$ cat config.mk
export PLATFORM = sky130hd
export DESIGN_NAME = single_wire_debug_master
export DESIGN_NICKNAME = d
export VERILOG_FILES = /design/src/rtl/swdm_pkg.sv /design/src/rtl/swdm_engine.sv /design/src/rtl/single_wire_debug_master.sv
export SDC_FILE = /design/constraint.sdc
export NUM_CORES = 1
export LEC_CHECK = 0
export ABC_CLOCK_PERIOD_IN_PS = 5160
export BUFFER_PORTS_ARGS = -buffer_cell sky130_fd_sc_hd__buf_2
export CORE_ASPECT_RATIO = 1.1
export CORE_MARGIN = 3
export CORE_UTILIZATION = 51
export CTS_BUF_LIST = sky130_fd_sc_hd__clkbuf_16
export CTS_CLUSTER_DIAMETER = 150
export CTS_CLUSTER_SIZE = 25
export DETAILED_ROUTE_END_ITERATION = 6
export PLACE_DENSITY = 0.72
export SYNTH_ARGS = -nofsm -noshare
export SYNTH_HDL_FRONTEND = slang
export SYNTH_SLANG_ARGS = --single-unit
$ cat constraint.sdc
create_clock -name i_clk -period 5.16 [get_ports i_clk]
set_clock_uncertainty 0.1 [all_clocks]
set_input_delay 0.774 -clock i_clk [delete_from_list [all_inputs] [get_ports i_clk]]
set_output_delay 0.774 -clock i_clk [all_outputs]
set_load 0.03 [all_outputs]
$ cat src/rtl/swdm_pkg.sv
// swdm_pkg: shared types, codes and constants of the single-wire debug master
// used by swdm_engine and single_wire_debug_master; no dependencies
`timescale 1ns / 1ps

package swdm_pkg;

    // default widths of the frame fields
    localparam int ADDR_BITS_DEF = 7;
    localparam int DATA_BITS_DEF = 32;

    // tick counter and configuration port widths
    localparam int TICK_W    = 18;
    localparam int CFG_IDX_W = 3;
    localparam int CFG_DAT_W = 18;

    // request types
    localparam logic [1:0] REQ_READ  = 2'd0;
    localparam logic [1:0] REQ_WRITE = 2'd1;
    localparam logic [1:0] REQ_RESET = 2'd2;

    // configuration register indexes
    localparam logic [CFG_IDX_W-1:0] CFG_ONE_LOW  = 3'd0;
    localparam logic [CFG_IDX_W-1:0] CFG_ZERO_LOW = 3'd1;
    localparam logic [CFG_IDX_W-1:0] CFG_GAP      = 3'd2;
    localparam logic [CFG_IDX_W-1:0] CFG_SAMPLE   = 3'd3;
    localparam logic [CFG_IDX_W-1:0] CFG_STOP     = 3'd4;
    localparam logic [CFG_IDX_W-1:0] CFG_RST_HIGH = 3'd5;
    localparam logic [CFG_IDX_W-1:0] CFG_RST_LOW  = 3'd6;

    // configuration reset values
    localparam logic [3:0]        RST_ONE_LOW  = 4'd2;
    localparam logic [5:0]        RST_ZERO_LOW = 6'd7;
    localparam logic [5:0]        RST_GAP      = 6'd2;
    localparam logic [3:0]        RST_SAMPLE   = 4'd3;
    localparam logic [9:0]        RST_STOP     = 10'd80;
    localparam logic [TICK_W-1:0] RST_RST_HIGH = 18'd40000;
    localparam logic [TICK_W-1:0] RST_RST_LOW  = 18'd160000;

    // sequencer phases
    typedef enum logic [3:0] {
        PH_IDLE      = 4'd0,
        PH_BIT_LOW   = 4'd1,
        PH_BIT_GAP   = 4'd2,
        PH_SLOT_LOW  = 4'd3,
        PH_SLOT_PRE  = 4'd4,
        PH_SLOT_WAIT = 4'd5,
        PH_SLOT_REC  = 4'd6,
        PH_STOP      = 4'd7,
        PH_RST_HIGH  = 4'd8,
        PH_RST_LOW   = 4'd9
    } t_phase;

    // timing registers as seen by the sequencer
    typedef struct packed {
        logic [3:0]        one_low;
        logic [5:0]        zero_low;
        logic [5:0]        gap;
        logic [3:0]        sample;
        logic [9:0]        stop;
        logic [TICK_W-1:0] rst_high;
        logic [TICK_W-1:0] rst_low;
    } t_cfg;

    // wire and status part of one result
    typedef struct packed {
        logic drive;
        logic level;
        logic busy;
        logic read_valid;
    } t_wire;

    // a programmed length of zero counts as one tick
    function automatic logic [TICK_W-1:0] fn_min_one(input logic [TICK_W-1:0] x);
        fn_min_one = (x == '0) ? TICK_W'(1) : x;
    endfunction

endpackage

$ cat src/rtl/swdm_engine.sv
// swdm_engine: per-tick sequencer of the single-wire debug master
// depends on swdm_pkg; state advances once per accepted tick
`timescale 1ns / 1ps

module swdm_engine #(
    parameter int ADDR_BITS = swdm_pkg::ADDR_BITS_DEF,
    parameter int DATA_BITS = swdm_pkg::DATA_BITS_DEF
) (
    input  logic                 i_clk,
    input  logic                 i_rst_n,
    input  logic                 i_step,
    input  swdm_pkg::t_cfg       i_cfg,
    input  logic                 i_start_req,
    input  logic [1:0]           i_req_type,
    input  logic [ADDR_BITS-1:0] i_reg_addr,
    input  logic [DATA_BITS-1:0] i_write_data,
    input  logic                 i_line_in,
    output swdm_pkg::t_wire      o_wire,
    output logic [DATA_BITS-1:0] o_read_data
);
    import swdm_pkg::*;

    localparam int FRAME_W = ADDR_BITS + DATA_BITS + 2;
    localparam int BC_W    = $clog2(FRAME_W + 1);
    localparam logic [BC_W-1:0] FRAME_WR  = BC_W'(FRAME_W);
    localparam logic [BC_W-1:0] FRAME_RD  = BC_W'(ADDR_BITS + 2);
    localparam logic [BC_W-1:0] SLOTS_CNT = BC_W'(DATA_BITS);

    t_phase               r_phase, n_phase;
    logic [TICK_W-1:0]    r_tick, n_tick;
    logic [BC_W-1:0]      r_bits, n_bits;
    logic [FRAME_W-1:0]   r_frame, n_frame;
    logic [DATA_BITS-1:0] r_rdata, n_rdata;
    logic [1:0]           r_kind, n_kind;

    logic                 start_ok;
    logic                 is_rst_req;
    t_phase               e_phase;
    logic [TICK_W-1:0]    tick_new;
    logic [BC_W-1:0]      e_bits;
    logic [BC_W-1:0]      bits_inc;
    logic [BC_W-1:0]      frame_len;
    logic [FRAME_W-1:0]   e_frame;
    logic [DATA_BITS-1:0] e_rdata;
    logic [1:0]           e_kind;
    logic [TICK_W-1:0]    len;
    logic                 time_up;

    // request capture: a request only takes effect in idle
    always_comb begin
        start_ok   = i_start_req && (r_phase == PH_IDLE)
                     && (i_req_type inside {REQ_READ, REQ_WRITE, REQ_RESET});
        is_rst_req = (i_req_type == REQ_RESET);
        e_phase    = r_phase;
        e_kind     = r_kind;
        e_bits     = r_bits;
        e_frame    = r_frame;
        e_rdata    = r_rdata;
        tick_new   = r_tick + TICK_W'(1);
        if (start_ok) begin
            e_kind   = i_req_type;
            e_bits   = '0;
            tick_new = TICK_W'(1);
            if (is_rst_req) begin
                e_phase = PH_RST_HIGH;
            end else begin
                e_phase = PH_BIT_LOW;
                e_frame = {1'b1, i_reg_addr, (i_req_type == REQ_WRITE), i_write_data};
                e_rdata = '0;
            end
        end
        bits_inc  = e_bits + BC_W'(1);
        frame_len = (e_kind == REQ_WRITE) ? FRAME_WR : FRAME_RD;
    end

    // length of the current timed phase
    always_comb begin
        case (e_phase)
            PH_BIT_LOW:   len = e_frame[FRAME_W-1] ? TICK_W'(i_cfg.one_low)
                                                   : TICK_W'(i_cfg.zero_low);
            PH_BIT_GAP:   len = TICK_W'(i_cfg.gap);
            PH_SLOT_WAIT: len = TICK_W'(i_cfg.sample);
            PH_STOP:      len = TICK_W'(i_cfg.stop);
            PH_RST_HIGH:  len = i_cfg.rst_high;
            PH_RST_LOW:   len = i_cfg.rst_low;
            default:      len = TICK_W'(1);
        endcase
        time_up = (tick_new >= fn_min_one(len));
    end

    // next state
    always_comb begin
        n_phase = e_phase;
        n_tick  = tick_new;
        n_bits  = e_bits;
        n_frame = e_frame;
        n_rdata = e_rdata;
        n_kind  = e_kind;
        case (e_phase)
            PH_BIT_LOW: begin
                if (time_up) begin
                    n_phase = PH_BIT_GAP;
                    n_tick  = '0;
                end
            end
            PH_BIT_GAP: begin
                if (time_up) begin
                    n_tick  = '0;
                    n_frame = {e_frame[FRAME_W-2:0], 1'b0};
                    if (bits_inc < frame_len) begin
                        n_bits  = bits_inc;
                        n_phase = PH_BIT_LOW;
                    end else begin
                        n_bits  = '0;
                        n_phase = (e_kind == REQ_WRITE) ? PH_STOP : PH_SLOT_LOW;
                    end
                end
            end
            PH_SLOT_LOW: begin
                n_phase = PH_SLOT_PRE;
                n_tick  = '0;
            end
            PH_SLOT_PRE: begin
                n_phase = PH_SLOT_WAIT;
                n_tick  = '0;
            end
            PH_SLOT_WAIT: begin
                if (time_up) begin
                    n_rdata = {e_rdata[DATA_BITS-2:0], i_line_in};
                    n_phase = PH_SLOT_REC;
                    n_tick  = '0;
                end
            end
            PH_SLOT_REC: begin
                // wait for the target to let the wire go high again
                if (i_line_in) begin
                    n_bits  = bits_inc;
                    n_phase = (bits_inc < SLOTS_CNT) ? PH_SLOT_LOW : PH_STOP;
                    n_tick  = '0;
                end
            end
            PH_STOP, PH_RST_LOW: begin
                if (time_up) begin
                    n_phase = PH_IDLE;
                    n_tick  = '0;
                end
            end
            PH_RST_HIGH: begin
                if (time_up) begin
                    n_phase = PH_RST_LOW;
                    n_tick  = '0;
                end
            end
            default: begin
                n_phase = PH_IDLE;
                n_tick  = '0;
            end
        endcase
    end

    // result of this tick
    always_comb begin
        o_wire      = '0;
        o_wire.busy = 1'b1;
        o_read_data = '0;
        case (e_phase)
            PH_BIT_LOW, PH_SLOT_LOW, PH_RST_LOW: begin
                o_wire.drive = 1'b1;
            end
            PH_SLOT_PRE, PH_RST_HIGH: begin
                o_wire.drive = 1'b1;
                o_wire.level = 1'b1;
            end
            PH_STOP: begin
                if (time_up && (e_kind == REQ_READ)) begin
                    o_wire.read_valid = 1'b1;
                    o_read_data       = e_rdata;
                end
            end
            PH_IDLE: begin
                o_wire.busy = 1'b0;
            end
            default: begin
                o_wire.busy = 1'b1;
            end
        endcase
    end

    // state registers
    always_ff @(posedge i_clk) begin
        if (!i_rst_n) begin
            r_phase <= PH_IDLE;
            r_tick  <= '0;
            r_bits  <= '0;
            r_frame <= '0;
            r_rdata <= '0;
            r_kind  <= REQ_READ;
        end else if (i_step) begin
            r_phase <= n_phase;
            r_tick  <= n_tick;
            r_bits  <= n_bits;
            r_frame <= n_frame;
            r_rdata <= n_rdata;
            r_kind  <= n_kind;
        end
    end

endmodule

$ cat src/rtl/single_wire_debug_master.sv
// single_wire_debug_master: top level with timing registers and result register
// depends on swdm_pkg and swdm_engine
`timescale 1ns / 1ps

// Master for a one-wire debug link. Each request on the input channel is one
// timing tick: it carries an optional read, write or line-reset request and the
// sampled wire level, and produces exactly one result giving how the wire is
// driven in that tick, a busy flag and, on the last stop tick of a read, the
// received word. One tick is taken every clock cycle while the input is not
// stalled; the sequencer's result is held in an output register, so a new
// tick is accepted whenever that register is empty or being taken. The user
// must write timing registers through the plain write port only while no frame
// is in progress, unenforced by the block; a programmed zero counts as one tick.
module single_wire_debug_master #(
    parameter int ADDR_BITS = swdm_pkg::ADDR_BITS_DEF,
    parameter int DATA_BITS = swdm_pkg::DATA_BITS_DEF
) (
    input  logic                           i_clk,
    input  logic                           i_rst_n,
    // configuration port
    input  logic                           i_cfg_we,
    input  logic [swdm_pkg::CFG_IDX_W-1:0] i_cfg_index,
    input  logic [swdm_pkg::CFG_DAT_W-1:0] i_cfg_data,
    // tick requests
    input  logic                           i_in_valid,
    output logic                           o_in_stall,
    input  logic                           i_start_req,
    input  logic [1:0]                     i_req_type,
    input  logic [ADDR_BITS-1:0]           i_reg_addr,
    input  logic [DATA_BITS-1:0]           i_write_data,
    input  logic                           i_line_in,
    // tick results
    output logic                           o_out_valid,
    input  logic                           i_out_stall,
    output logic                           o_line_drive,
    output logic                           o_line_level,
    output logic                           o_busy_res,
    output logic                           o_read_valid,
    output logic [DATA_BITS-1:0]           o_read_data
);
    import swdm_pkg::*;

    t_cfg                 r_cfg;
    logic                 r_out_valid;
    t_wire                r_wire;
    logic [DATA_BITS-1:0] r_read_data;

    logic                 step;
    t_wire                eng_wire;
    logic [DATA_BITS-1:0] eng_read_data;

    // a tick is taken when the result register is free or drains this cycle
    assign o_in_stall = r_out_valid & i_out_stall;
    assign step       = i_in_valid & ~o_in_stall;

    // timing registers
    always_ff @(posedge i_clk) begin
        if (!i_rst_n) begin
            r_cfg.one_low  <= RST_ONE_LOW;
            r_cfg.zero_low <= RST_ZERO_LOW;
            r_cfg.gap      <= RST_GAP;
            r_cfg.sample   <= RST_SAMPLE;
            r_cfg.stop     <= RST_STOP;
            r_cfg.rst_high <= RST_RST_HIGH;
            r_cfg.rst_low  <= RST_RST_LOW;
        end else if (i_cfg_we) begin
            case (i_cfg_index)
                CFG_ONE_LOW:  r_cfg.one_low  <= i_cfg_data[3:0];
                CFG_ZERO_LOW: r_cfg.zero_low <= i_cfg_data[5:0];
                CFG_GAP:      r_cfg.gap      <= i_cfg_data[5:0];
                CFG_SAMPLE:   r_cfg.sample   <= i_cfg_data[3:0];
                CFG_STOP:     r_cfg.stop     <= i_cfg_data[9:0];
                CFG_RST_HIGH: r_cfg.rst_high <= i_cfg_data[TICK_W-1:0];
                CFG_RST_LOW:  r_cfg.rst_low  <= i_cfg_data[TICK_W-1:0];
                default:      r_cfg          <= r_cfg;
            endcase
        end
    end

    // tick sequencer
    swdm_engine #(
        .ADDR_BITS (ADDR_BITS),
        .DATA_BITS (DATA_BITS)
    ) u_engine (
        .i_clk        (i_clk),
        .i_rst_n      (i_rst_n),
        .i_step       (step),
        .i_cfg        (r_cfg),
        .i_start_req  (i_start_req),
        .i_req_type   (i_req_type),
        .i_reg_addr   (i_reg_addr),
        .i_write_data (i_write_data),
        .i_line_in    (i_line_in),
        .o_wire       (eng_wire),
        .o_read_data  (eng_read_data)
    );

    // result valid flag
    always_ff @(posedge i_clk) begin
        if (!i_rst_n) begin
            r_out_valid <= 1'b0;
        end else if (step) begin
            r_out_valid <= 1'b1;
        end else if (!i_out_stall) begin
            r_out_valid <= 1'b0;
        end
    end

    // result payload
    always_ff @(posedge i_clk) begin
        if (step) begin
            r_wire      <= eng_wire;
            r_read_data <= eng_read_data;
        end
    end

    assign o_out_valid  = r_out_valid;
    assign o_line_drive = r_wire.drive;
    assign o_line_level = r_wire.level;
    assign o_busy_res   = r_wire.busy;
    assign o_read_valid = r_wire.read_valid;
    assign o_read_data  = r_read_data;

endmodule
==> flow_metrics.tcl <==
set metrics [dict create \
    outcome "complete, no violations" \
    r2r-end "u_engine.r_bits[3]$_SDFFE_PN0P_" \
    relSlewSlack_pct 18.86 \
    ctsHoldBuffers 0 \
    crit_path_max_incr_delay_ns 0.80 \
    num_rows 52 \
    cts_resized 0 \
    fin_util_pct 58.35 \
    cts.sinks 206 \
    crit_family "compound AO/OA/AOI/OAI gates" \
    design_area_um2 10820 \
    path_cells "nor3_2 > a41o_1 > buf_4 > a222oi_1 > nand3_1 > nor4_1 > a211o_1 > ha_1 > nand2_1 > o22ai_1 > o21ai_1 > a311oi_4 > buf_12 > o41ai_1 > a211o_1" \
    start_kind "register" \
    r2r_slack_ns 0.46 \
    setup_viol 0 \
    port_buffers 106 \
    synthesis.area_um2 9731 \
    hold_path_depth 2 \
    critPathMaxFanout 46 \
    place.gp.congestion 0.8736 \
    worstMarginPinSlew_ns 1.208 \
    most-common-layout-cells "nand2_1, dfxtp_1, buf_2, a22o_1, mux2i_1" \
    finalCritPeriodShare_pct 91.06 \
    cts_setup_buffers 0 \
    cap_viol_max_count 0 \
    ys_top_cells_by_area "dfxtp_1, edfxtp_1, nand2_1" \
    ios 107 \
    arrival_ns 5.02 \
    grt_pass1_wl_mm 36.30 \
    static-leakage-power_uw 0.004130 \
    synth.avg_cell_area_um2 9.241 \
    synth_warnings 0 \
    crit_buf_inv 2 \
    required_ns 5.48 \
    yosys.area.top_type "dfxtp_1" \
    syn_to_final_growth_pct 11.19 \
    end_kind "register" \
    clk_latency_ns 0.48 \
    path_clk_slew_ns 0.10 \
    final_layout_size_suffix_gt1_share_pct 14.41 \
    core_area_um2 18540 \
    cts_buffers 12 \
    initial_core_util_pct 52.48 \
    root_buffer "clkbuf_16" \
    setup_ws_ns 0.4611 \
    r2r_cells 15 \
    grt-ovfl-total 0 \
    antennaDiodeCount 0 \
    hold_end "r_cfg[27]$_SDFFE_PN0P_" \
    slew_viol_final 0 \
    ys_async_sr_fraction_pct 0 \
    vias 7903 \
    grt_usage_pct 21.04 \
    fin_tns_setup_ns 0 \
    r2r_start "u_engine.r_phase[0]$_SDFFE_PN0P_" \
    drt_iter0_drc 534 \
    synth_top_flop_cell "dfxtp_1" \
    die_w_um 137.7 \
    drcViolationCount 0 \
    dp_hpwl_mm 15.13 \
    period_needed_ns 4.699 \
    cp.depth 15 \
    nets 1210 \
    avgViaCountPerCell 5.781 \
    synth_cells 1053 \
    slowest_stage "dfxtp_1" \
    htreeDepth 1 \
    vdd_drop_max_mv 0.2113 \
    synth_edf_count 36 \
    drtAntennaViolNets 0 \
    crit_type "register to register" \
    hold_class "register to register" \
    yosysUniqueCellTypes 67 \
    max_freq_mhz 212.8 \
    ctsLongestPathBuffers 3 \
    synth_top_area_share_pct 34.97 \
    pwr_density_cell_nw_per_um2 280.3 \
    rsz0062_at_grt "no" \
    drt_pass1_iterations 5 \
    ys_seq_elements 206 \
    die_h_um 150.9 \
    hold_violations 0 \
    drt-wirelength-per-cell_um 16.36 \
    synth-seq-area-share_pct 46.08 \
    cts_tree "built" \
    min-delay-start "r_cfg[27]$_SDFFE_PN0P_" \
    critPathMostFrequentCell "a211o_1" \
    routed_wl_mm 22.36 \
    grt_pass1_vias 7232 \
    dieArea_um2 20770 \
    syn_nets 1143 \
    final_common_cell "nand2_1" \
    placed_cell_area_um2 10460 \
    antenna_found_initial 0 \
    dp_slack_ns 0.3967 \
    grt_max_degree 58 \
]
final cells by class:
cell class | count | area [um^2]
Timing Repair Buffer | 127 | 713.2
Tap cell | 243 | 304.0
Multi-Input combinational cell | 763 | 4920
Inverter | 10 | 37.54
Fill cell | 1661 | 7724
Clock inverter | 5 | 35.03
Sequential cell | 206 | 4484
Clock buffer | 13 | 325.3
state kept, by name, indices dropped and copies added (netlist names):
signal            cells
u_engine.r_tick      18
o_read_valid          1
o_busy_res            1
o_line_level          1
u_engine.r_rdata     32
u_engine.r_bits       6
u_engine.r_kind       2
u_engine.r_frame     41
o_out_valid           1
u_engine.r_phase      4
o_line_drive          1
r_cfg                66
o_read_data          32
cells by family (layout without fill, tap and decap cells):
logic type	count (synthesis)	count (layout)	synth area share [%]
mux	52	52	5.400
flops	206	206	46.08
simple gates	421	421	20.57
buf+inv	84	155	3.498
compound gates	253	253	20.30
xor+xnor	16	16	1.440
fa+ha+maj	21	21	2.700
stage by stage:
step	hold slack [ns]	cells	power, uW
2_1_floorplan	0.3250	1053	1963
3_3_place_gp	0.3393	1349	2066
3_5_place_dp	0.3535	1349	2071
4_1_cts	0.3707	1367	3054
5_1_grt	0.3898	1367	3163
6_report	0.3696	1367	3033
worst max-delay path by stage:
stage / start / endpoint
3_3_place_gp: i_req_type[0] / u_engine.r_bits[3]$_SDFFE_PN0P_
3_5_place_dp: i_req_type[0] / u_engine.r_bits[0]$_SDFFE_PN0P_
2_1_floorplan: i_start_req / u_engine.r_frame[11]$_SDFFE_PN0P_
5_1_grt: u_engine.r_phase[0]$_SDFFE_PN0P_ / u_engine.r_bits[0]$_SDFFE_PN0P_
4_1_cts: u_engine.r_phase[0]$_SDFFE_PN0P_ / u_engine.r_bits[0]$_SDFFE_PN0P_
6_report: u_engine.r_phase[0]$_SDFFE_PN0P_ / u_engine.r_bits[3]$_SDFFE_PN0P_
synth_stat cells (3+ instances only):
| library cell | instances |
|---|---|
| nand4b_1 | 3 |
| dfxtp_1 | 170 |
| buf_1 | 4 |
| a22o_1 | 50 |
| nand2b_1 | 9 |
| a222oi_1 | 5 |
| nand3_1 | 28 |
| buf_2 | 17 |
| nand4_1 | 9 |
| edfxtp_1 | 36 |
| a221o_1 | 37 |
| o21ai_0 | 20 |
| o211ai_1 | 6 |
| and2_1 | 39 |
| ha_1 | 21 |
| o2111ai_1 | 3 |
| and3_1 | 8 |
| inv_1 | 10 |
| a211oi_1 | 3 |
| a21oi_1 | 36 |
| mux2_2 | 4 |
| nor2_1 | 43 |
| nor3_1 | 45 |
| a21boi_0 | 35 |
| o31ai_1 | 6 |
| o2111a_1 | 3 |
| o21a_1 | 4 |
| o22ai_1 | 4 |
| nand2_1 | 194 |
| nor2b_1 | 21 |
| xnor2_1 | 5 |
| a31oi_1 | 4 |
| xor2_1 | 11 |
| a22oi_1 | 15 |
| clkbuf_1 | 52 |
| or3_1 | 5 |
| mux2i_1 | 48 |
layer usage:
| layer | vias up | share of wire (%) | wire length (um) | global-route usage, % |
|---|---|---|---|---|
| met4 | 0 | 0.63 | 140 | 3.706 |
| met5 | - | 0 | 0 | 0 |
| met2 | 229 | 47 | 10420 | 34.38 |
| met3 | 7 | 6.6 | 1470 | 3.787 |
| li1 | 3963 | - | - | - |
| met1 | 3704 | 46 | 10330 | 29.62 |
worst min-delay path, delay by kind of cell (launching register included):
family,cells,cell delay [ns]
compound gates,1,0.06
flops,1,0.32
simple gates,1,0.05
power breakdown:
part | internal (uW) | switching (uW) | leakage [uW]
Combinational | 119 | 217 | 0.00220
Clock | 467 | 532 | 0.000191
Sequential | 1680 | 22.9 | 0.00173
Total | 2260 | 772 | 0.00413
No activity file was read; power rests on OpenSTA's default activity.
